**src/rtl/fovc_pkg.sv**
```systemverilog
package fovc_pkg;

  localparam int IN_W         = 16;
  localparam int OUT_W        = 17;
  localparam int XW           = 33;   // cordic vector, value * 2^29 with gain headroom
  localparam int ZW           = 34;   // residual angle, 2^32 per turn
  localparam int LW           = 32;   // gain-corrected components
  localparam int RAD_W        = 62;   // radicand width, sum of squares stays below 2^61
  localparam int SQRT_STEPS   = RAD_W / 2;
  localparam int ROOT_W       = SQRT_STEPS;
  localparam int REM_W        = ROOT_W + 3;
  localparam int QW           = 30;   // normalized magnitude, at most 2^29
  localparam int DIV_STEPS    = QW;
  localparam int DR_W         = ROOT_W + 2;
  localparam int ATAN_ENTRIES = 24;
  localparam int CORDIC_STEPS_DEF = 16;

  localparam logic signed [30:0] INV_GAIN_Q30 = 31'sd652032874;
  localparam logic [63:0]        NORM_LIMIT   = 64'h0400_0000_0000_0000;
  localparam logic signed [OUT_W-1:0] OUT_MAX = 17'sd65535;

  typedef enum logic [1:0] {
    CFG_INVERT  = 2'd0,
    CFG_LINEAR  = 2'd1,
    CFG_ANGULAR = 2'd2
  } cfg_idx_e;

  typedef struct packed {
    logic                    vld;
    logic                    pose;
    logic signed [OUT_W-1:0] turn;
  } side_t;

  typedef struct packed {
    side_t                side;
    logic signed [XW-1:0] x;
    logic signed [XW-1:0] y;
    logic signed [ZW-1:0] z;
  } cordic_t;

  typedef struct packed {
    side_t                side;
    logic signed [LW-1:0] lx;
    logic signed [LW-1:0] ly;
    logic                 big;
    logic [RAD_W-1:0]     rad;
    logic [REM_W-1:0]     rem;
    logic [ROOT_W-1:0]    root;
  } sqrt_t;

  typedef struct packed {
    logic                 neg;
    logic signed [LW-1:0] l;
    logic [DR_W-1:0]      r;
    logic [QW-1:0]        q;
  } lane_t;

  typedef struct packed {
    side_t             side;
    logic              big;
    logic [ROOT_W-1:0] d;
    lane_t             ax;
    lane_t             ay;
  } div_t;

  // atan(2^-i) in units of 2^32 per turn
  function automatic logic [31:0] atan_at(input int i);
    logic [31:0] v;
    case (i)
      0:  v = 32'h20000000;
      1:  v = 32'h12E4051E;
      2:  v = 32'h09FB385B;
      3:  v = 32'h051111D4;
      4:  v = 32'h028B0D43;
      5:  v = 32'h0145D7E1;
      6:  v = 32'h00A2F61E;
      7:  v = 32'h00517C55;
      8:  v = 32'h0028BE53;
      9:  v = 32'h00145F2F;
      10: v = 32'h000A2F98;
      11: v = 32'h000517CC;
      12: v = 32'h00028BE6;
      13: v = 32'h000145F3;
      14: v = 32'h0000A2FA;
      15: v = 32'h0000517D;
      16: v = 32'h000028BE;
      17: v = 32'h0000145F;
      18: v = 32'h00000A30;
      19: v = 32'h00000518;
      20: v = 32'h0000028C;
      21: v = 32'h00000146;
      22: v = 32'h000000A3;
      23: v = 32'h00000051;
      default: v = 32'h0;
    endcase
    return v;
  endfunction

  function automatic logic signed [OUT_W-1:0] sat_out(input logic signed [63:0] v);
    logic signed [OUT_W-1:0] r;
    if (v > 64'sd65535) begin
      r = OUT_MAX;
    end else if (v < -64'sd65535) begin
      r = -OUT_MAX;
    end else begin
      r = v[OUT_W-1:0];
    end
    return r;
  endfunction

endpackage

```
**src/rtl/fovc_cordic_cell.sv**
```systemverilog
module fovc_cordic_cell
  import fovc_pkg::*;
#(
  parameter int STEP = 0
) (
  input  logic    clk_i,
  input  logic    rst_ni,
  input  logic    en_i,
  input  cordic_t cell_i,
  output cordic_t cell_o
);

  localparam logic [ZW-1:0] ATAN = ZW'(atan_at(STEP));

  cordic_t cell_d, cell_q;
  logic signed [XW-1:0] dx, dy;

  assign dx = cell_i.y >>> STEP;
  assign dy = cell_i.x >>> STEP;

  always_comb begin
    cell_d = cell_i;
    if (!cell_i.z[ZW-1]) begin
      cell_d.x = cell_i.x - dx;
      cell_d.y = cell_i.y + dy;
      cell_d.z = cell_i.z - $signed(ATAN);
    end else begin
      cell_d.x = cell_i.x + dx;
      cell_d.y = cell_i.y - dy;
      cell_d.z = cell_i.z + $signed(ATAN);
    end
  end

  always_ff @(posedge clk_i or negedge rst_ni) begin
    if (!rst_ni) begin
      cell_q.side.vld <= 1'b0;
    end else if (en_i) begin
      cell_q <= cell_d;
    end
  end

  assign cell_o = cell_q;

endmodule

```
**config.mk**
```make
export PLATFORM = sky130hd
export DESIGN_NAME = fovc_cordic_cell
export DESIGN_NICKNAME = d
export VERILOG_FILES = /design/src/rtl/fovc_pkg.sv /design/src/rtl/fovc_cordic_cell.sv
export SDC_FILE = /design/constraint.sdc
export NUM_CORES = 1
export LEC_CHECK = 0
export BUFFER_PORTS_ARGS = -buffer_cell sky130_fd_sc_hd__buf_4
export CAP_MARGIN = 20
export CORE_UTILIZATION = 59
export DETAILED_ROUTE_END_ITERATION = 16
export PLACE_DENSITY = 0.94
export SYNTH_ARGS = -nofsm -noshare
export SYNTH_HDL_FRONTEND = slang
export SYNTH_SLANG_ARGS = --single-unit
```
**constraint.sdc**
```tcl
create_clock -name clk_i -period 1.1 [get_ports clk_i]
set_input_delay 0.165 -clock clk_i [delete_from_list [all_inputs] [get_ports clk_i]]
set_output_delay 0.165 -clock clk_i [all_outputs]
set_load 0.1 [all_outputs]
```
==> results of run 1 <==
cells in the mapped netlist, types with 5 or more instances:
cell type  count  area, µm²
a211oi_1       7       52.6
a21o_1        22        165
a21oi_1      114        571
a31oi_1       16        100
and2_1         8       50.1
buf_1          5       18.8
buf_2          5       25.0
clkbuf_1      18       67.6
clkbuf_8       9        124
edfxtp_1     117       3510
ha_1          99       1240
inv_1        101        379
mux2i_1       12        120
nand2_1       41        154
nand2b_1       9       56.3
nand3_1       18       90.1
nand4_1        5       31.3
nor2_1        87        327
nor2b_1        9       56.3
nor3_1        15       75.1
nor4_1         5       31.3
o211ai_1      10       75.1
o21a_1         5       37.5
o21ai_0       48        240
o21ai_1        5       25.0
o21bai_1      16        120
o31ai_1       14        105
o41ai_1        6       52.6
xnor2_1       56        490
xor2_1         9       78.8
per-stage QoR:
step	instances	area, µm²	TNS [ns]
after floorplan	974	10000	-96.19
after detailed placement	1693	14100	-92.95
after global placement	1693	14100	-83.53
logic make-up after synthesis:
kind of cell               Yosys count  share of synthesized area
and+or+nand+nor                    213                      0.107
AOI/OAI and AO/OA                  312                      0.219
buffers and inverters              149                     0.0732
muxes                               14                     0.0154
xor gates and xnor gates            65                     0.0614
adders and majority gates          103                      0.142
DFF                                118                      0.382
==> flow_summary.toml, run 1 <==
[outcome]
status = "did not finish"
stop_stage = "4_1_cts"
error = "[ERROR DPL-0038] Utilization greater than 100%, impossible to legalize"

[clock_tree]
cts-root-buf = "clkbuf_16"
post_cts_resized = 430
clock_sinks = 118
h-tree-depth = 4
cts_hold_repair.buffers = 49
cts_made_buffers = 17
post_cts_buffers = 62
max-clock-path-buffers = 2

[place]
place_ws_ns = -2.04
hpwl_mm = 32.4
portBuffers = 240
gp_congestion = 1.04

[floorplanning]
io_pins = 241
initial_core_util = 0.608
rows = 45
fp.dieH_um = 127
die_w_um = 127

[synth]
synth_sequential_area_ratio = 0.382
synth_edf_count = 117
syn_nets = 1199
synth_seq_cells = 118
synth_warnings = 0
async_flop_share = 0.00847
postSynthAreaPerCell_um2 = 9.52
netlist_area_um2 = 9270
netlist_instances = 974
ys.flop_type = "edfxtp_1"
netlist-cell-type-count = 82
==> run 2: changes to the inputs <==
--- a/config.mk
+++ b/config.mk
@@ -7,9 +7,9 @@
 export LEC_CHECK = 0
 export BUFFER_PORTS_ARGS = -buffer_cell sky130_fd_sc_hd__buf_4
 export CAP_MARGIN = 20
-export CORE_UTILIZATION = 59
+export CORE_UTILIZATION = 40
 export DETAILED_ROUTE_END_ITERATION = 16
-export PLACE_DENSITY = 0.94
+export PLACE_DENSITY_LB_ADDON = 0.15
 export SYNTH_ARGS = -nofsm -noshare
 export SYNTH_HDL_FRONTEND = slang
 export SYNTH_SLANG_ARGS = --single-unit
==> flow_summary.toml, run 2 <==
[finish]
fillers = 1496
stdcell_area_um2 = 17300
final_cell_mix = "buf_4 (408), buf_6 (162), edfxtp_1 (117)"
area_growth_pct = 86.8
drive_gt1_frac = 0.549
ff_latch_area_um2 = 3540
multi_input_area_um2 = 6550
layout.nets = 1816
finalNonFillerCells = 1889
antennaDiodeCount = 0
final_common_cell = "buf_4"
largest_register_ffs = 118

[sta]
fmax_mhz = 406
slew_headroom = 0.642
fin_ws_ns = -1.37
fin_crit_sh = 2.24
fin_setup_tns_ns = -68.57
period_needed_ns = 2.47
worst_pin_slew_ns = 0.534
drv_slew = 0
rsz0062_at_grt = "true"
setup_violations = 181
timing_hold_violations_final = 0
worst_hold_slack_ns = 0.0424
clock_skew_ns = 0

[drt]
drt_iter0_drc = 537
vias = 9866
antenna_left = 0
routedWlPerCell_um = 18.5
routed_wl_mm = 34.9
first_pass_iters = 5
viasPerCell = 5.22
drc = 0

[critical_path]
worstPathRequired_ns = 1.28
critPathLaunchType = "input port"
worstPathArrival_ns = 2.65
reg2regPathDepth = 1
r2r_setup_slack_ns = 0.33
crit_top_cell = "buf_12"
endpoint_kind = "flop"
cpPeakStageDelay_ns = 0.40
cp_top_family = "compound AO/OA/AOI/OAI gates"
r2r_start = "cell_o[118]"
worst_path_max_delay_cell = "fa_2"
worst_r2r_endpoint = "cell_o[118]"
cp_max_fo = 3
cp_num_buf_inv = 6
crit_path_cell_trace = "buf_8 -> buf_12 -> buf_12 -> inv_12 -> ha_4 -> fa_2 -> inv_2 -> a21oi_4 -> o2111ai_4 -> a31oi_4 -> nor2_2 -> o211ai_1 -> buf_4 -> a21oi_2 -> nor3_2 -> mux2_4 -> xor2_1"
timing_worst_setup_path_type = "input port to flop"

[grt]
antenna_found_initial = 0
overflow = 0
grt_pass1_wl_mm = 52.8
track_usage = 0.288
grt_max_degree = 32
grt_pass1_vias = 10000

[synth]
synth_fa_ha_area_frac = 0.142
netlist_area_um2 = 9270
synth.cells.most_frequent = "edfxtp_1 (117), a21oi_1 (114), inv_1 (101)"
netlist_instances = 974
synthMuxAreaShare = 0.0154
syn_nets = 1199
synth_xor_area_frac = 0.0614
postSynthAreaPerCell_um2 = 9.52
synth_warnings = 0
synth_compound_area_frac = 0.219
synth_top_area_frac = 0.379
synthSimpleGateAreaFrac = 0.107
synth_seq_cells = 118
ys.flop_type = "edfxtp_1"
synth_area_leaders = "edfxtp_1 (38%), ha_1 (13%), a21oi_1 (6.2%)"
async_flop_share = 0.00847
synth_edf_count = 117
netlist-cell-type-count = 82
post-synth-top-area-cell = "edfxtp_1"
synth_top_family_by_area = "compound AO/OA/AOI/OAI gates"
yosysMostFrequentCell = "edfxtp_1"
synth_sequential_area_ratio = 0.382

[power]
max-vdd-ir-drop_uv = 1010
p_per_area_nw_per_um2 = 1310
p_leak_nw = 7.67

[clock_tree]
max-clock-path-buffers = 2
clk_pin_slew_ns = 0.07
clock_sinks = 118
h-tree-depth = 4
cts_tree = "built"
cts-root-buf = "clkbuf_16"
insertion_delay_ns = 0.42
cts_made_buffers = 17

[place]
hpwl_mm = 25.3
portBuffers = 240
placed_cells = 1767
gp_congestion = 0.952
post_dp_cell_area_um2 = 14200

[outcome]
violations = "setup timing"
status = "complete, but fails checks"

[floorplanning]
fp.dieH_um = 154
die_w_um = 154
dieArea_um2 = 23800
io_pins = 241
initial_core_util = 0.408
rows = 55
core_um2 = 22700

[job]
maxCapViolCount = 0

[worst_hold_path]
hp-class = "input port to async pin"
==> run 2: layout make-up <==
type,instances,area share
Clock buffer,17,0.0246
Clock inverter,15,0.00954
Inverter,108,0.0308
Multi-Input combinational cell,707,0.378
Sequential cell,118,0.204
Tap cell,285,0.0206
Timing Repair Buffer,639,0.332
==> run 2: worst max path at each step <==
stage	from	cells after the start	slack, ns	endpoint
2_1_floorplan	cell_i[51]	13	-1.39	cell_o[66]
3_3_place_gp	cell_i[35]	14	-1.87	cell_o[65]
3_5_place_dp	cell_i[67]	13	-1.86	cell_o[66]
4_1_cts	cell_i[67]	13	-1.34	cell_o[66]
5_1_grt	cell_i[34]	17	-1.43	cell_o[66]
6_report	cell_i[34]	17	-1.37	cell_o[66]
==> run 2: cells by family (layout without fill, tap and decap cells) <==
logic type / after synthesis / in the layout
AO/OA/AOI/OAI: 312 / 312
flip-flops: 118 / 118
adder cells (fa/ha/maj): 103 / 103
XOR/XNOR: 65 / 65
buffers and inverters: 149 / 779
AND/OR/NAND/NOR: 213 / 213
multiplexers: 14 / 14
==> run 2: power by group <==
part           switching, mW  total (mW)  internal (mW)
clock network           2.49        5.88           3.39
registers              0.218        5.78           5.56
logic                   6.60        11.0           4.37
total                   9.31        22.6           13.3
==> run 2: through the flow <==
step                      setup WS, ns  utilization  total power, mW
final                            -1.37        0.762             22.6
after CTS                        -1.34        0.729             22.0
after floorplan                  -1.39            -             11.8
after global placement           -1.87        0.627             15.0
after global routing             -1.43        0.762             23.4
after detailed placement         -1.86        0.627             15.1
==> run 2: timing repair <==
action / in CTS / in global routing
setup buffers: 22 / 32
resized for setup: 266 / 134
pin swaps: 80 / 91
endpoints found under the setup margin: 179 / 182
endpoints found under the hold margin: 49 / 0
hold buffers: 50 / 0
==> run 2: routing by layer <==
metal  vias up  GRT usage  part of all wire
met5         -          0                 0
met4         0      0.102             0.022
met3        54     0.0482             0.059
met2       382      0.521              0.51
met1      4690      0.344              0.41
li1       4740          -                 -
Note: power is estimated with default switching activity, not from simulation.
