--- src/rtl/fovc_pkg.sv ---
package fovc_pkg;

  localparam int IN_W         = 16;
  localparam int OUT_W        = 17;
  localparam int XW           = 33;   // cordic vector, value * 2^29 with gain headroom
  localparam int ZW           = 34;   // residual angle, 2^32 per turn
  localparam int LW           = 32;   // gain-corrected components
  localparam int RAD_W        = 62;   // radicand width, sum of squares stays below 2^61
  localparam int SQRT_STEPS   = RAD_W / 2;
  localparam int ROOT_W       = SQRT_STEPS;
  localparam int REM_W        = ROOT_W + 3;
  localparam int QW           = 30;   // normalized magnitude, at most 2^29
  localparam int DIV_STEPS    = QW;
  localparam int DR_W         = ROOT_W + 2;
  localparam int ATAN_ENTRIES = 24;
  localparam int CORDIC_STEPS_DEF = 16;

  localparam logic signed [30:0] INV_GAIN_Q30 = 31'sd652032874;
  localparam logic [63:0]        NORM_LIMIT   = 64'h0400_0000_0000_0000;
  localparam logic signed [OUT_W-1:0] OUT_MAX = 17'sd65535;

  typedef enum logic [1:0] {
    CFG_INVERT  = 2'd0,
    CFG_LINEAR  = 2'd1,
    CFG_ANGULAR = 2'd2
  } cfg_idx_e;

  typedef struct packed {
    logic                    vld;
    logic                    pose;
    logic signed [OUT_W-1:0] turn;
  } side_t;

  typedef struct packed {
    side_t                side;
    logic signed [XW-1:0] x;
    logic signed [XW-1:0] y;
    logic signed [ZW-1:0] z;
  } cordic_t;

  typedef struct packed {
    side_t                side;
    logic signed [LW-1:0] lx;
    logic signed [LW-1:0] ly;
    logic                 big;
    logic [RAD_W-1:0]     rad;
    logic [REM_W-1:0]     rem;
    logic [ROOT_W-1:0]    root;
  } sqrt_t;

  typedef struct packed {
    logic                 neg;
    logic signed [LW-1:0] l;
    logic [DR_W-1:0]      r;
    logic [QW-1:0]        q;
  } lane_t;

  typedef struct packed {
    side_t             side;
    logic              big;
    logic [ROOT_W-1:0] d;
    lane_t             ax;
    lane_t             ay;
  } div_t;

  // atan(2^-i) in units of 2^32 per turn
  function automatic logic [31:0] atan_at(input int i);
    logic [31:0] v;
    case (i)
      0:  v = 32'h20000000;
      1:  v = 32'h12E4051E;
      2:  v = 32'h09FB385B;
      3:  v = 32'h051111D4;
      4:  v = 32'h028B0D43;
      5:  v = 32'h0145D7E1;
      6:  v = 32'h00A2F61E;
      7:  v = 32'h00517C55;
      8:  v = 32'h0028BE53;
      9:  v = 32'h00145F2F;
      10: v = 32'h000A2F98;
      11: v = 32'h000517CC;
      12: v = 32'h00028BE6;
      13: v = 32'h000145F3;
      14: v = 32'h0000A2FA;
      15: v = 32'h0000517D;
      16: v = 32'h000028BE;
      17: v = 32'h0000145F;
      18: v = 32'h00000A30;
      19: v = 32'h00000518;
      20: v = 32'h0000028C;
      21: v = 32'h00000146;
      22: v = 32'h000000A3;
      23: v = 32'h00000051;
      default: v = 32'h0;
    endcase
    return v;
  endfunction

  function automatic logic signed [OUT_W-1:0] sat_out(input logic signed [63:0] v);
    logic signed [OUT_W-1:0] r;
    if (v > 64'sd65535) begin
      r = OUT_MAX;
    end else if (v < -64'sd65535) begin
      r = -OUT_MAX;
    end else begin
      r = v[OUT_W-1:0];
    end
    return r;
  endfunction

endpackage

--- src/rtl/fovc_sqrt_cell.sv ---
module fovc_sqrt_cell
  import fovc_pkg::*;
(
  input  logic  clk_i,
  input  logic  rst_ni,
  input  logic  en_i,
  input  sqrt_t cell_i,
  output sqrt_t cell_o
);

  sqrt_t cell_d, cell_q;
  logic [REM_W-1:0] trial, t;

  // one root digit per cell, two radicand bits consumed
  assign trial = {cell_i.rem[REM_W-3:0], cell_i.rad[RAD_W-1 -: 2]};
  assign t     = {1'b0, cell_i.root, 2'b01};

  always_comb begin
    cell_d     = cell_i;
    cell_d.rad = {cell_i.rad[RAD_W-3:0], 2'b00};
    if (trial >= t) begin
      cell_d.rem  = trial - t;
      cell_d.root = {cell_i.root[ROOT_W-2:0], 1'b1};
    end else begin
      cell_d.rem  = trial;
      cell_d.root = {cell_i.root[ROOT_W-2:0], 1'b0};
    end
  end

  always_ff @(posedge clk_i or negedge rst_ni) begin
    if (!rst_ni) begin
      cell_q.side.vld <= 1'b0;
    end else if (en_i) begin
      cell_q <= cell_d;
    end
  end

  assign cell_o = cell_q;

endmodule

--- config.mk ---
export PLATFORM = sky130hd
export DESIGN_NAME = fovc_sqrt_cell
export DESIGN_NICKNAME = d
export VERILOG_FILES = /design/src/rtl/fovc_pkg.sv /design/src/rtl/fovc_sqrt_cell.sv
export SDC_FILE = /design/constraint.sdc
export NUM_CORES = 1
export LEC_CHECK = 0
export BUFFER_PORTS_ARGS = -buffer_cell sky130_fd_sc_hd__clkbuf_2
export CELL_PAD_IN_SITES_DETAIL_PLACEMENT = 1
export CELL_PAD_IN_SITES_GLOBAL_PLACEMENT = 1
export CORE_AREA = 2 2 191 174
export CTS_CLUSTER_SIZE = 8
export DETAILED_ROUTE_END_ITERATION = 10
export DIE_AREA = 0 0 193 176
export MAX_ROUTING_LAYER = met4
export PLACE_DENSITY_LB_ADDON = 0.08
export SYNTH_ARGS = -nofsm -noshare
export SYNTH_HDL_FRONTEND = slang
export SYNTH_SLANG_ARGS = --single-unit
--- constraint.sdc ---
create_clock -name clk_i -period 0.8 [get_ports clk_i]
set_input_delay 0.12 -clock clk_i [delete_from_list [all_inputs] [get_ports clk_i]]
set_output_delay 0.12 -clock clk_i [all_outputs]
set_load 0.02 [all_outputs]
==> results.ini, run 1 <==
[sta]
setup_viol = 245
rsz0062_at_grt = true
max_clock_freq_mhz = 512
timing.final.ws_setup_ns = -1.15
maxSlewHeadroom_pct = 59.5
worst_pin_slew_ns = 0.600
finalMaxSlewViolations = 0
hold_ws_ns = -0.0502
min_period_ns = 1.95
final_hold_viol_count = 4
finClkSkew_ns = 0
final.period_utilization_pct = 244

[route]
drc = 0
drt-initial-drc-count = 274
postRouteAntennaNets = 0
wl_per_cell_um = 20.0
via_per_inst = 4.52
dr.pass1.iters = 4
drt_wl_total_mm = 37.0
vias = 8365

[setup_path]
worstPathArrival_ns = 2.26
worstSetupPathType = in -> reg
cp.required_ns = 1.11
setup.worst_path.start_class = input port
crit_path_end_kind = register
cp_max_fo = 4

[synth]
ys_types = 67
synth-edff-count = 208
ys_async_sr_fraction_pct = 0.478
yosysSeqAreaShare_pct = 68.3
synth.avg_cell_area_um2 = 15.1
synthCells = 610
synthesis.area_um2 = 9180
yosys_warnings = 0
synth_seq_cells = 209
synthFlopType = edfxtp_1

[power_and_ir_drop]
power_density_nw_per_um2 = 1890
vdd_ir_drop_max_v = 0.00152
p_leak_nw = 7.69

[placed_design]
gp_congestion = 0.808
dp.cells = 1593
io_buffer_count = 420
dp_hpwl_mm = 25.1

[global_routing]
grt_pass1_vias = 9038
track_usage_pct = 20.6
overflow = 0
grt_pass1_wl_mm = 51.9
antenna_found_initial = 2
grt_max_degree = 28

[cells_and_area]
layout.nets = 1671
fillers = 3246
instances_no_fill = 1852
final_cell_mix = 208 x edfxtp_1, 193 x clkbuf_2, 190 x dlygate4sd3_1
fin_util_pct = 55.9
final_common_cell = edfxtp_1
syn_to_final_growth_pct = 93.6
largest_reg_flops = 209
drive_gt1_share_pct = 52.7
final-seq-area_um2 = 6270
multiInputGateArea_um2 = 3150

[clock_network]
clk_latency_ns = 0.56
clockRootBuffer = clkbuf_16
clk_pin_slew_worst_paths_ns = 0.06
cts.htree.levels = 1
tritoncts = built
cts.sinks = 209
postCtsHoldBufs = 190
clockBufferDepth = 3
numCtsBuffers = 30

[die]
die_area_um2 = 34000
die_w_um = 193
core_area_um2 = 31800
placementRows = 62
start_util_pct = 28.9
die_y_um = 176
io_pins = 425

[outcome]
outcome = finished, violations left
violations = hold timing, setup timing

[job]
maxCapViolCount = 0

[hold_path]
hold_path.class = in -> reg

cell usage after synthesis (4+ instances only):
library cell	count	area, µm²
o21bai_1	6	45.0
nor3_1	6	30.0
inv_1	39	146
nand3_1	12	60.1
and3_1	8	50.1
a211oi_1	5	37.5
o31ai_1	12	90.1
a21oi_1	28	140
edfxtp_1	208	6250
nor2_1	19	71.3
o21ai_0	16	80.1
nand4_1	7	43.8
ha_1	33	413
xnor2_1	15	131
mux2_4	17	255
nand2b_1	7	43.8
nand2_1	24	90.1
o211ai_1	15	113
clkbuf_1	8	30.0
o21a_1	12	90.1
a21o_1	28	210
and2_1	6	37.5
buf_2	8	40.0
a21boi_0	4	30.0
logic make-up after synthesis:
kind of cell	share of synthesized area, %
AO/OA/AOI/OAI	12.4
XOR/XNOR	1.72
adder cells (fa/ha/maj)	4.50
buffers and inverters	3.38
flip-flops	68.3
multiplexers	3.47
other	0.0408
AND/OR/NAND/NOR	6.24
report_power, final:
part	internal (W)	leakage [nW]	switching [W]
clock	0.00693	0.406	0.00461
sequential	0.0131	1.96	0.000355
combinational	0.00462	5.32	0.00398
per-stage QoR:
stage	power, W	hold slack [ns]	setup WS (ns)	cell area, µm²	TNS (ns)
after detailed placement	0.0199	0.00743	-1.98	13200	-113.53
final	0.0336	-0.0502	-1.15	17800	-123.52
after global placement	0.0198	-0.000113	-1.94	13200	-110.09
after floorplan	0.0169	-0.176	-1.54	9430	-304.07
after global routing	0.0349	-0.0593	-1.20	17800	-133.94
after CTS	0.0329	-0.0537	-1.17	16500	-129.88
layer usage:
metal	share of wire, %	vias to the layer above	global-route usage (%)
met3	6.6	47	4.55
li1	-	3990	-
met5	0	-	-
met2	52	250	37.1
met4	1.9	0	4.20
met1	39	4078	23.5
repair_timing:
action,4_1_cts,5_1_grt
resized for setup,90,572
gates cloned,2,0
setup buffers,17,7
endpoints found under the setup margin,244,244
endpoints found under the hold margin,196,7
pin swaps,18,21
worst paths after layout:
| path | slack (ns) | startpoint | endpoint | cells after the start |
|---|---|---|---|---|
| max in group asynchronous | 0.17 | rst_ni | cell_o[210]$_DFFE_PN0P_ | 4 |
| max | -1.15 | cell_i[0] | cell_o[60]$_DFFE_PP_ | 11 |
| max reg2reg | -0.11 | cell_o[210]$_DFFE_PN0P_ | cell_o[210]$_DFFE_PN0P_ | 2 |
| min reg2reg | 0.64 | cell_o[210]$_DFFE_PN0P_ | cell_o[210]$_DFFE_PN0P_ | 2 |
| min in group asynchronous | 0.52 | rst_ni | cell_o[210]$_DFFE_PN0P_ | 4 |
| min | -0.05 | cell_i[48] | cell_o[50]$_DFFE_PP_ | 3 |
critical path: stages:
cell,delay [ns]
buf_8,0.07
inv_4,0.03
ha_4,0.30
o211ai_1,0.11
o21a_1,0.21
a211o_1,0.32
a21o_4,0.26
a2111oi_4,0.40
buf_4,0.20
and3_4,0.18
o41ai_2,0.06
cell type report:
cell class	instances	share of cell area, %
Sequential cell	209	35.3
Inverter	40	1.05
Multi-Input combinational cell	339	17.7
Timing Repair Buffer	804	38.3
Clock buffer	41	4.57
Tap cell	416	2.93
Clock inverter	1	0.169
Antenna cell	2	0.0282
Note: power is estimated with default switching activity, not from simulation.
==> run 2: changes to the inputs <==
Settings changed: CAP_MARGIN from default to 20, CORE_AREA 2 2 191 174 to 2 2 233 143, DIE_AREA 0 0 193 176 to 0 0 235 145.
Clock period 0.8 ns to 2.5 ns, I/O delays scaled along.
==> results.ini, run 2 (synthesis gave the netlist of run 1 again) <==
[outcome]
outcome = complete, no violations

[power_and_ir_drop]
power_density_nw_per_um2 = 653
p_leak_nw = 6.87
vdd_ir_drop_max_v = 0.000504
total_power_w = 0.0101

[cells_and_area]
layout.nets = 1591
final_cell_mix = 420 x clkbuf_2, 208 x edfxtp_1, 172 x dlygate4sd3_1
fillers = 3469
largest_reg_flops = 209
syn_to_final_growth_pct = 68.0
drive_gt1_share_pct = 47.7
fin_util_pct = 48.2
instances_no_fill = 1771
final_common_cell = clkbuf_2

[global_routing]
top_usage_layer = met2
grt.met2_usage_pct = 32.4
grt_max_degree = 53
use_met3_pct = 5.10
overflow = 0
track_usage_pct = 20.8
grt_pass1_wl_mm = 52.8
grtUsageMet1_pct = 27.3
grt_pass1_vias = 8485
antenna_found_initial = 2

[hold_path]
hold_path.class = in -> reg

[clock_network]
numCtsBuffers = 30
tritoncts = built
clockBufferDepth = 3
ctsResizeCount = 0
cts.htree.levels = 1
clk_latency_ns = 0.56
clockRootBuffer = clkbuf_16
clk_pin_slew_worst_paths_ns = 0.05
cts.sinks = 209

[setup_path]
crit_buf_inv = 3
setup.worst_path.start_class = input port
crit_path_end_kind = register
cp.required_ns = 2.82
max_stage_delay_ns = 0.47
worstPathArrival_ns = 2.65
cpMaxStageDelayCell = a2111oi_1
cp_max_fo = 5
path_delay_family = compound AO/OA/AOI/OAI gates
worstSetupPathType = in -> reg
path_cells = clkbuf_2, inv_1, ha_1, and2_1, o2111ai_1, a211o_1, a21o_1, a2111oi_1, buf_4, nor3_1, a21bo_2

[placed_design]
io_buffer_count = 420
dp.cells = 1564
gp_congestion = 0.807
dp_hpwl_mm = 25.6

[sta]
setup_viol = 0
worst_pin_slew_ns = 0.543
final.period_utilization_pct = 93.2
maxSlewHeadroom_pct = 63.4
finClkSkew_ns = 0
min_period_ns = 2.33
hold_ws_ns = 0.0355
rsz0062_at_grt = false
max_clock_freq_mhz = 429
finalMaxSlewViolations = 0
final_hold_viol_count = 0

[route]
drt-initial-drc-count = 416
via_per_inst = 4.53
wl_per_cell_um = 19.7
drt_wl_total_mm = 34.8
vias = 8016
postRouteAntennaNets = 0
drc = 0
dr.pass1.iters = 4

[die]
start_util_pct = 28.7
io_pins = 425
die_area_um2 = 34100
die_y_um = 145
placementRows = 51
die_w_um = 235
core_area_um2 = 32000

[job]
maxCapViolCount = 0

run 2: cell types whose count changed in the layout (fill, tap and decap cells not counted), sizes merged:
cell and delta:
buf -279, clkbuf +206, clkinvlp +1, dlygate4sd3 -18, inv +1
run 2: repair_timing:
action | 4_1_cts | 5_1_grt
endpoints found under the hold margin | 172 | 0
hold buffers | 172 | 0
setup endpoints to repair | 0 | 0
setup buffers | 0 | 0
run 2: routing by layer:
metal	share of wire (%)	vias up
met2	46	241
met5	0	-
met3	6.0	51
met1	45	3909
li1	-	3815
met4	2.3	0
run 2: power by group:
part,switching [W],internal [W]
combinational,0.00118,0.00104
sequential,0.0000743,0.00417
clock,0.00150,0.00211
total,0.00275,0.00732
run 2: final timing paths:
check	endpoint	from	cells past startpoint	slack [ns]
hold reg to reg	cell_o[210]$_DFFE_PN0P_	cell_o[210]$_DFFE_PN0P_	1	0.51
setup / recovery	cell_o[64]$_DFFE_PP_	cell_i[7]	11	0.17
setup reg to reg	cell_o[210]$_DFFE_PN0P_	cell_o[210]$_DFFE_PN0P_	1	1.76
hold / removal	cell_o[19]$_DFFE_PP_	cell_i[18]	1	0.04
min in group asynchronous	cell_o[210]$_DFFE_PN0P_	rst_ni	2	0.14
max in group asynchronous	cell_o[210]$_DFFE_PN0P_	rst_ni	2	2.27
run 2: final cells by class:
cell class / instances / area, µm² / area share [%]
sequential: 209 / 6270 / 40.7
timing repair buffer: 724 / 4880 / 31.6
inverter: 40 / 160 / 1.04
multi-input combinational: 339 / 2790 / 18.1
antenna: 2 / 5.00 / 0.0324
tap: 424 / 531 / 3.44
clock inverter: 3 / 41.3 / 0.268
clock buffer: 30 / 751 / 4.87
run 2: metrics by stage:
stage               cell area [µm²]  TNS (ns)  setup slack, ns
floorplan                      9400     -1.58          -0.0959
global placement              12900    -10.40           -0.402
detailed placement            12900    -10.68           -0.433
CTS                           15400         0            0.151
global route                  15400         0           0.0187
finish                        15400         0            0.170
