--- src/rtl/fovc_pkg.sv ---
package fovc_pkg;

  localparam int IN_W         = 16;
  localparam int OUT_W        = 17;
  localparam int XW           = 33;   // cordic vector, value * 2^29 with gain headroom
  localparam int ZW           = 34;   // residual angle, 2^32 per turn
  localparam int LW           = 32;   // gain-corrected components
  localparam int RAD_W        = 62;   // radicand width, sum of squares stays below 2^61
  localparam int SQRT_STEPS   = RAD_W / 2;
  localparam int ROOT_W       = SQRT_STEPS;
  localparam int REM_W        = ROOT_W + 3;
  localparam int QW           = 30;   // normalized magnitude, at most 2^29
  localparam int DIV_STEPS    = QW;
  localparam int DR_W         = ROOT_W + 2;
  localparam int ATAN_ENTRIES = 24;
  localparam int CORDIC_STEPS_DEF = 16;

  localparam logic signed [30:0] INV_GAIN_Q30 = 31'sd652032874;
  localparam logic [63:0]        NORM_LIMIT   = 64'h0400_0000_0000_0000;
  localparam logic signed [OUT_W-1:0] OUT_MAX = 17'sd65535;

  typedef enum logic [1:0] {
    CFG_INVERT  = 2'd0,
    CFG_LINEAR  = 2'd1,
    CFG_ANGULAR = 2'd2
  } cfg_idx_e;

  typedef struct packed {
    logic                    vld;
    logic                    pose;
    logic signed [OUT_W-1:0] turn;
  } side_t;

  typedef struct packed {
    side_t                side;
    logic signed [XW-1:0] x;
    logic signed [XW-1:0] y;
    logic signed [ZW-1:0] z;
  } cordic_t;

  typedef struct packed {
    side_t                side;
    logic signed [LW-1:0] lx;
    logic signed [LW-1:0] ly;
    logic                 big;
    logic [RAD_W-1:0]     rad;
    logic [REM_W-1:0]     rem;
    logic [ROOT_W-1:0]    root;
  } sqrt_t;

  typedef struct packed {
    logic                 neg;
    logic signed [LW-1:0] l;
    logic [DR_W-1:0]      r;
    logic [QW-1:0]        q;
  } lane_t;

  typedef struct packed {
    side_t             side;
    logic              big;
    logic [ROOT_W-1:0] d;
    lane_t             ax;
    lane_t             ay;
  } div_t;

  // atan(2^-i) in units of 2^32 per turn
  function automatic logic [31:0] atan_at(input int i);
    logic [31:0] v;
    case (i)
      0:  v = 32'h20000000;
      1:  v = 32'h12E4051E;
      2:  v = 32'h09FB385B;
      3:  v = 32'h051111D4;
      4:  v = 32'h028B0D43;
      5:  v = 32'h0145D7E1;
      6:  v = 32'h00A2F61E;
      7:  v = 32'h00517C55;
      8:  v = 32'h0028BE53;
      9:  v = 32'h00145F2F;
      10: v = 32'h000A2F98;
      11: v = 32'h000517CC;
      12: v = 32'h00028BE6;
      13: v = 32'h000145F3;
      14: v = 32'h0000A2FA;
      15: v = 32'h0000517D;
      16: v = 32'h000028BE;
      17: v = 32'h0000145F;
      18: v = 32'h00000A30;
      19: v = 32'h00000518;
      20: v = 32'h0000028C;
      21: v = 32'h00000146;
      22: v = 32'h000000A3;
      23: v = 32'h00000051;
      default: v = 32'h0;
    endcase
    return v;
  endfunction

  function automatic logic signed [OUT_W-1:0] sat_out(input logic signed [63:0] v);
    logic signed [OUT_W-1:0] r;
    if (v > 64'sd65535) begin
      r = OUT_MAX;
    end else if (v < -64'sd65535) begin
      r = -OUT_MAX;
    end else begin
      r = v[OUT_W-1:0];
    end
    return r;
  endfunction

endpackage

--- src/rtl/fovc_div_cell.sv ---
module fovc_div_cell
  import fovc_pkg::*;
(
  input  logic clk_i,
  input  logic rst_ni,
  input  logic en_i,
  input  div_t cell_i,
  output div_t cell_o
);

  div_t cell_d, cell_q;
  logic [DR_W-1:0] dd, rx, ry;
  logic            gx, gy;

  assign dd = {2'b00, cell_i.d};
  assign gx = cell_i.ax.r >= dd;
  assign gy = cell_i.ay.r >= dd;
  assign rx = gx ? cell_i.ax.r - dd : cell_i.ax.r;
  assign ry = gy ? cell_i.ay.r - dd : cell_i.ay.r;

  // one quotient bit per lane per cell
  always_comb begin
    cell_d      = cell_i;
    cell_d.ax.r = {rx[DR_W-2:0], 1'b0};
    cell_d.ay.r = {ry[DR_W-2:0], 1'b0};
    cell_d.ax.q = {cell_i.ax.q[QW-2:0], gx};
    cell_d.ay.q = {cell_i.ay.q[QW-2:0], gy};
  end

  always_ff @(posedge clk_i or negedge rst_ni) begin
    if (!rst_ni) begin
      cell_q.side.vld <= 1'b0;
    end else if (en_i) begin
      cell_q <= cell_d;
    end
  end

  assign cell_o = cell_q;

endmodule

--- config.mk ---
export PLATFORM = sky130hd
export DESIGN_NAME = fovc_div_cell
export DESIGN_NICKNAME = d
export VERILOG_FILES = /design/src/rtl/fovc_pkg.sv /design/src/rtl/fovc_div_cell.sv
export SDC_FILE = /design/constraint.sdc
export NUM_CORES = 1
export LEC_CHECK = 0
export BUFFER_PORTS_ARGS = -buffer_cell sky130_fd_sc_hd__buf_4
export CAP_MARGIN = 20
export CORE_AREA = 5 5 189 191
export CTS_CLUSTER_SIZE = 8
export DETAILED_ROUTE_END_ITERATION = 10
export DIE_AREA = 0 0 194 196
export PLACE_DENSITY = 0.72
export SLEW_MARGIN = 5
export SYNTH_ARGS = -nofsm -noshare
export SYNTH_HDL_FRONTEND = slang
export SYNTH_SLANG_ARGS = --single-unit
export TNS_END_PERCENT = 50
--- constraint.sdc ---
create_clock -name clk_i -period 0.8 [get_ports clk_i]
set_input_delay 0.08 -clock clk_i [delete_from_list [all_inputs] [get_ports clk_i]]
set_output_delay 0.08 -clock clk_i [all_outputs]
set_load 0.005 [all_outputs]
==> impl_results.html <==
<table>
<tr><th>Metric</th><th>Value</th></tr>
<tr><th colspan="2">Outcome</th></tr>
<tr><td>Outcome</td><td>complete, but fails checks</td></tr>
<tr><td>Violations in the final reports</td><td>negative hold slack, negative setup slack</td></tr>
<tr><th colspan="2">Synth</th></tr>
<tr><td>Number of unique standard cell types used by synthesis</td><td>67</td></tr>
<tr><td>Cell types occupying the most area after synthesis</td><td>edfxtp_1 (62%), ha_1 (6.7%), a21oi_1 (3.3%)</td></tr>
<tr><td>Dominant cell type by area after synthesis</td><td>edfxtp_1</td></tr>
<tr><td>Post-synthesis instance area</td><td>~12000 µm²</td></tr>
<tr><td>Syn Inst Count</td><td>between 900 and 1000</td></tr>
<tr><td>Sequential element share of the synthesized area</td><td>62.4%</td></tr>
<tr><td>Number of synthesized flops with an enable pin</td><td>240</td></tr>
<tr><td>Fraction of synthesis flops using an asynchronous set or reset pin</td><td>0.415%</td></tr>
<tr><td>Most instantiated flip-flop cell in the synthesis netlist</td><td>edfxtp_1</td></tr>
<tr><td>Yosys warning count</td><td>0</td></tr>
<tr><td>Post-synth top area share</td><td>approximately 62%</td></tr>
<tr><td>Avg Synthesized Cell Area</td><td>between 10 and 15 µm²</td></tr>
<tr><td>Number of synthesized register bits</td><td>241</td></tr>
<tr><th colspan="2">Placement</th></tr>
<tr><td>Placed wire-length estimate after detailed placement</td><td>approximately 40 mm</td></tr>
<tr><td>IO buf count</td><td>484</td></tr>
<tr><td>Global placer's final weighted congestion</td><td>between 0.9 and 1</td></tr>
<tr><th colspan="2">Critical path</th></tr>
<tr><td>Dominant cell type by count on the critical path</td><td>buf_4</td></tr>
<tr><td>Worst path required time</td><td>1.08 ns</td></tr>
<tr><td>Slowest cell delay on critical path</td><td>about 0.53 ns</td></tr>
<tr><td>Critical path start-end classification</td><td>in -&gt; reg</td></tr>
<tr><td>Slowest cell on the critical path</td><td>or4_4</td></tr>
<tr><td>Depth of the worst register-to-register path</td><td>1</td></tr>
<tr><td>Type of destination of the critical path</td><td>flop</td></tr>
<tr><td>Largest fanout of any net on the critical path</td><td>6</td></tr>
<tr><td>Arrival time worst endpoint</td><td>between 2 and 3 ns</td></tr>
<tr><td>Cell chain of the critical path</td><td>buf_8 -&gt; clkinvlp_4 -&gt; ha_4 -&gt; nand2_4 -&gt; or4_4 -&gt; nor4_2 -&gt; buf_4 -&gt; nand4_1 -&gt; nand3_2 -&gt; o21ai_4 -&gt; buf_4 -&gt; nand2_1 -&gt; o21ai_0 -&gt; buf_4</td></tr>
<tr><td>Critical R2R Capture</td><td>cell_o[242]</td></tr>
<tr><td>Start of the worst register-to-register path</td><td>cell_o[242]</td></tr>
<tr><td>Category of the worst setup path launch point</td><td>primary input</td></tr>
<tr><td>Slack of the worst reg-to-reg path</td><td>0.06 ns</td></tr>
<tr><th colspan="2">Power</th></tr>
<tr><td>P_leak</td><td>9.77 nW</td></tr>
<tr><td>Pwr dens</td><td>1800 nW/µm²</td></tr>
<tr><td>IR drop worst, VDD</td><td>0.00143 V</td></tr>
<tr><th colspan="2">Clock network</th></tr>
<tr><td>Clock transition time at the flip-flop clock pins of the worst setup and hold paths</td><td>0.05 ns</td></tr>
<tr><td>Number of levels in the clock H-tree</td><td>2</td></tr>
<tr><td>Bufs on Longest Clock Path</td><td>3</td></tr>
<tr><td>Number of buffers added by the clock tree synthesis step</td><td>36</td></tr>
<tr><td>CTS Root Buffer Type</td><td>clkbuf_16</td></tr>
<tr><td>Clock latency at the later pin of the worst-skew pair</td><td>0.52 ns</td></tr>
<tr><td>CTS Hold Bufs</td><td>roughly 240</td></tr>
<tr><td>Clock tree from TritonCTS</td><td>yes</td></tr>
<tr><td>Sink count of the clock tree</td><td>241</td></tr>
<tr><th colspan="2">Drt</th></tr>
<tr><td>Post-detailed-route wirelength per cell</td><td>~23 µm</td></tr>
<tr><td>Routed wire length</td><td>55.0 mm</td></tr>
<tr><td>Number of nets with antenna violations after routing</td><td>0</td></tr>
<tr><td>Vias after detailed routing</td><td>11900</td></tr>
<tr><td>Number of vias per cell after detailed routing</td><td>4.91</td></tr>
<tr><td>DRC violation count after routing</td><td>0</td></tr>
<tr><td>First-pass iteration count of the detailed router</td><td>4</td></tr>
<tr><td>Violation count after the first detailed-routing iteration</td><td>approximately 650</td></tr>
<tr><th colspan="2">Timing</th></tr>
<tr><td>Smallest hold slack</td><td>-0.0520 ns</td></tr>
<tr><td>RSZ-0062 raised after global routing</td><td>true</td></tr>
<tr><td>Actual slew at the worst max-slew pin</td><td>0.571 ns</td></tr>
<tr><td>Remaining max-slew budget at the tightest pin</td><td>approximately three fifths</td></tr>
<tr><td># setup viols final</td><td>307</td></tr>
<tr><td>Pins Over Slew Limit</td><td>0</td></tr>
<tr><td>Number of failing hold endpoints at the final stage</td><td>2</td></tr>
<tr><td>Setup_tns</td><td>-167.65 ns</td></tr>
<tr><td>Period utilisation layout</td><td>282%</td></tr>
<tr><td>Maximum achievable frequency</td><td>443 MHz</td></tr>
<tr><td>PnR worst setup slack</td><td>-1.46 ns</td></tr>
<tr><td>Final critical delay including setup and external delays</td><td>2.26 ns</td></tr>
<tr><td>Worst clock skew</td><td>0 ns</td></tr>
<tr><th colspan="2">Layout</th></tr>
<tr><td>Multi-input combinational cell area</td><td>4600 µm²</td></tr>
<tr><td>P&amp;R area growth vs syn</td><td>94.1%</td></tr>
<tr><td>Combined flip-flop and latch cell area</td><td>7230 µm²</td></tr>
<tr><td>Util after Layout</td><td>66.2%</td></tr>
<tr><td>Final #Nets</td><td>2257</td></tr>
<tr><td>FILL cells</td><td>~2400</td></tr>
<tr><td>Max reg flops</td><td>241</td></tr>
<tr><td>Fraction of layout instances using a drive strength above 1</td><td>a little under half</td></tr>
<tr><th colspan="2">Global routing</th></tr>
<tr><td>Antenna violations before repair</td><td>8</td></tr>
<tr><td>Busiest layer in global routing</td><td>met2</td></tr>
<tr><td>Number of global-route vias before repair</td><td>12400</td></tr>
<tr><td>Met1 track utilization from global routing</td><td>32.5%</td></tr>
<tr><td>Overall Global Routing Usage</td><td>between 20% and 30%</td></tr>
<tr><td>Maximum number of pins on one net before global-route repair</td><td>36</td></tr>
<tr><td>Met2 capacity usage during global routing</td><td>roughly 48%</td></tr>
<tr><td>Met3 demand-to-capacity share in global routing</td><td>6.23%</td></tr>
<tr><td>Total congestion overflow after global routing</td><td>0</td></tr>
<tr><td>First-pass GRT wire length</td><td>79.1 mm</td></tr>
<tr><th colspan="2">Die</th></tr>
<tr><td>Placeable core region</td><td>33900 µm²</td></tr>
<tr><td>Initial core utilization</td><td>34.1%</td></tr>
<tr><td>Die Wd</td><td>194 µm</td></tr>
<tr><td>Row Count</td><td>68</td></tr>
<tr><td>Number of placed I/O pins</td><td>approximately 500</td></tr>
<tr><td>Die height</td><td>196 µm</td></tr>
<tr><td>Die Outline Area</td><td>between 30000 and 40000 µm²</td></tr>
<tr><th colspan="2">Worst hold path</th></tr>
<tr><td>Hold Crit Depth</td><td>3</td></tr>
<tr><td>Startpoint of the most critical hold path</td><td>cell_i[154]</td></tr>
<tr><td>Worst Hold Class</td><td>in -&gt; reg</td></tr>
<tr><td>WHS Endpoint</td><td>cell_o[155]</td></tr>
<tr><th colspan="2">Flow run</th></tr>
<tr><td>Maxcap violations</td><td>0</td></tr>
</table>
-- cell type report --
type / count / area share, %
clock buffer: 47 / 4.19
clock inverter: 4 / 0.145
inverter: 56 / 1.04
antenna: 8 / 0.0890
tap: 455 / 2.53
timing repair buffer: 1019 / 39.4
multi-input combinational: 593 / 20.5
sequential: 241 / 32.2
-- synthesized netlist by cell type, drive strengths merged, types with 3 or more instances --
master / count
nand3: 19
o31ai: 8
nor2b: 9
and3: 7
or2: 4
edfxtp: 240
nor2: 54
nand4: 13
o21bai: 8
a31oi: 9
o2111ai: 3
inv: 55
o21ai: 63
a211oi: 7
o211ai: 5
nor3: 11
o31a: 5
nand2: 73
or4: 4
xnor2: 32
o21a: 15
xor2: 18
or3: 4
nor4: 5
nand2b: 7
clkbuf: 9
ha: 62
mux2: 9
buf: 17
a21o: 30
a21oi: 77
-- logic make-up (layout without fill, tap and decap cells) --
logic type | count (synthesis) | after routing | share of synthesized area (%)
buffers and inverters | 82 | 1126 | 3.15
AO/OA/AOI/OAI | 248 | 249 | 13.6
flip-flops | 241 | 241 | 62.4
AND/OR/NAND/NOR | 218 | 218 | 8.97
other | 1 | 10 | 0.0324
adder cells (fa/ha/maj) | 64 | 64 | 7.04
multiplexers | 10 | 10 | 0.961
XOR/XNOR | 50 | 50 | 3.78
-- through the flow --
stage / total power [mW] / cell area (µm²) / std cells / setup WS (ns) / hold slack (ns)
2_1_floorplan: 19.1 / 11600 / 915 / -1.66 / -0.216
3_3_place_gp: 24.5 / 17900 / 2109 / -2.12 / -0.0486
3_5_place_dp: 24.6 / 17900 / 2109 / -2.11 / -0.0461
4_1_cts: 39.9 / 21900 / 2407 / -1.38 / -0.0812
5_1_grt: 42.0 / 22500 / 2418 / -1.52 / -0.0663
6_report: 40.4 / 22500 / 2423 / -1.46 / -0.0520
-- layout by cell type, fill, tap and decap left out, types with 14 or more instances in the layout --
cell type	Yosys	final
a21o_1	30	30
a21oi_1	76	62
buf_4	6	650
buf_6	3	114
clkbuf_16	0	36
dlygate4sd3_1	0	239
edfxtp_1	240	240
ha_1	62	47
ha_4	0	14
inv_1	55	42
nand2_1	72	66
nand3_1	18	15
nor2_1	54	50
o21a_1	14	14
o21ai_0	57	29
o21ai_1	4	24
xnor2_1	32	32
xor2_1	18	17
-- worst max path at each step --
stage	from	to	slack, ns	cells after the start
final	cell_i[204]	cell_o[50]	-1.46	14
after global routing	cell_i[204]	cell_o[62]	-1.52	12
after CTS	cell_i[204]	cell_o[132]	-1.38	12
after detailed placement	cell_i[210]	cell_o[132]	-2.11	12
after global placement	cell_i[210]	cell_o[132]	-2.12	12
after floorplan	cell_i[207]	cell_o[144]	-1.66	13
-- metal layers --
layer	part of all wire, %	routed length, µm	up-vias
met5	0.013	7	-
met4	3.7	2020	2
met3	6.7	3660	105
met2	51	28300	537
met1	38	21000	5740
li1	-	-	5516
-- where the power goes --
group / switching [mW] / leakage (nW) / total, mW / internal [mW]
registers: 0.450 / 2.27 / 15.7 / 15.2
clock network: 5.67 / 0.471 / 13.8 / 8.16
logic: 4.80 / 7.03 / 11.0 / 6.16
-- worst max-delay path: cells and delay by family --
family,cells,cell delay (ns)
AO/OA/AOI/OAI,2,0.21
AND/OR/NAND/NOR,6,1.19
buffers and inverters,5,0.71
adder cells (fa/ha/maj),1,0.34
-- repair_timing --
action	CTS	global route
cloned	2	0
setup buffers	6	8
resized for setup	131	135
endpoints found under the setup margin	307	307
endpoints found under the hold margin	238	1
pin swaps	30	32
(Power assumes the default switching activity.)
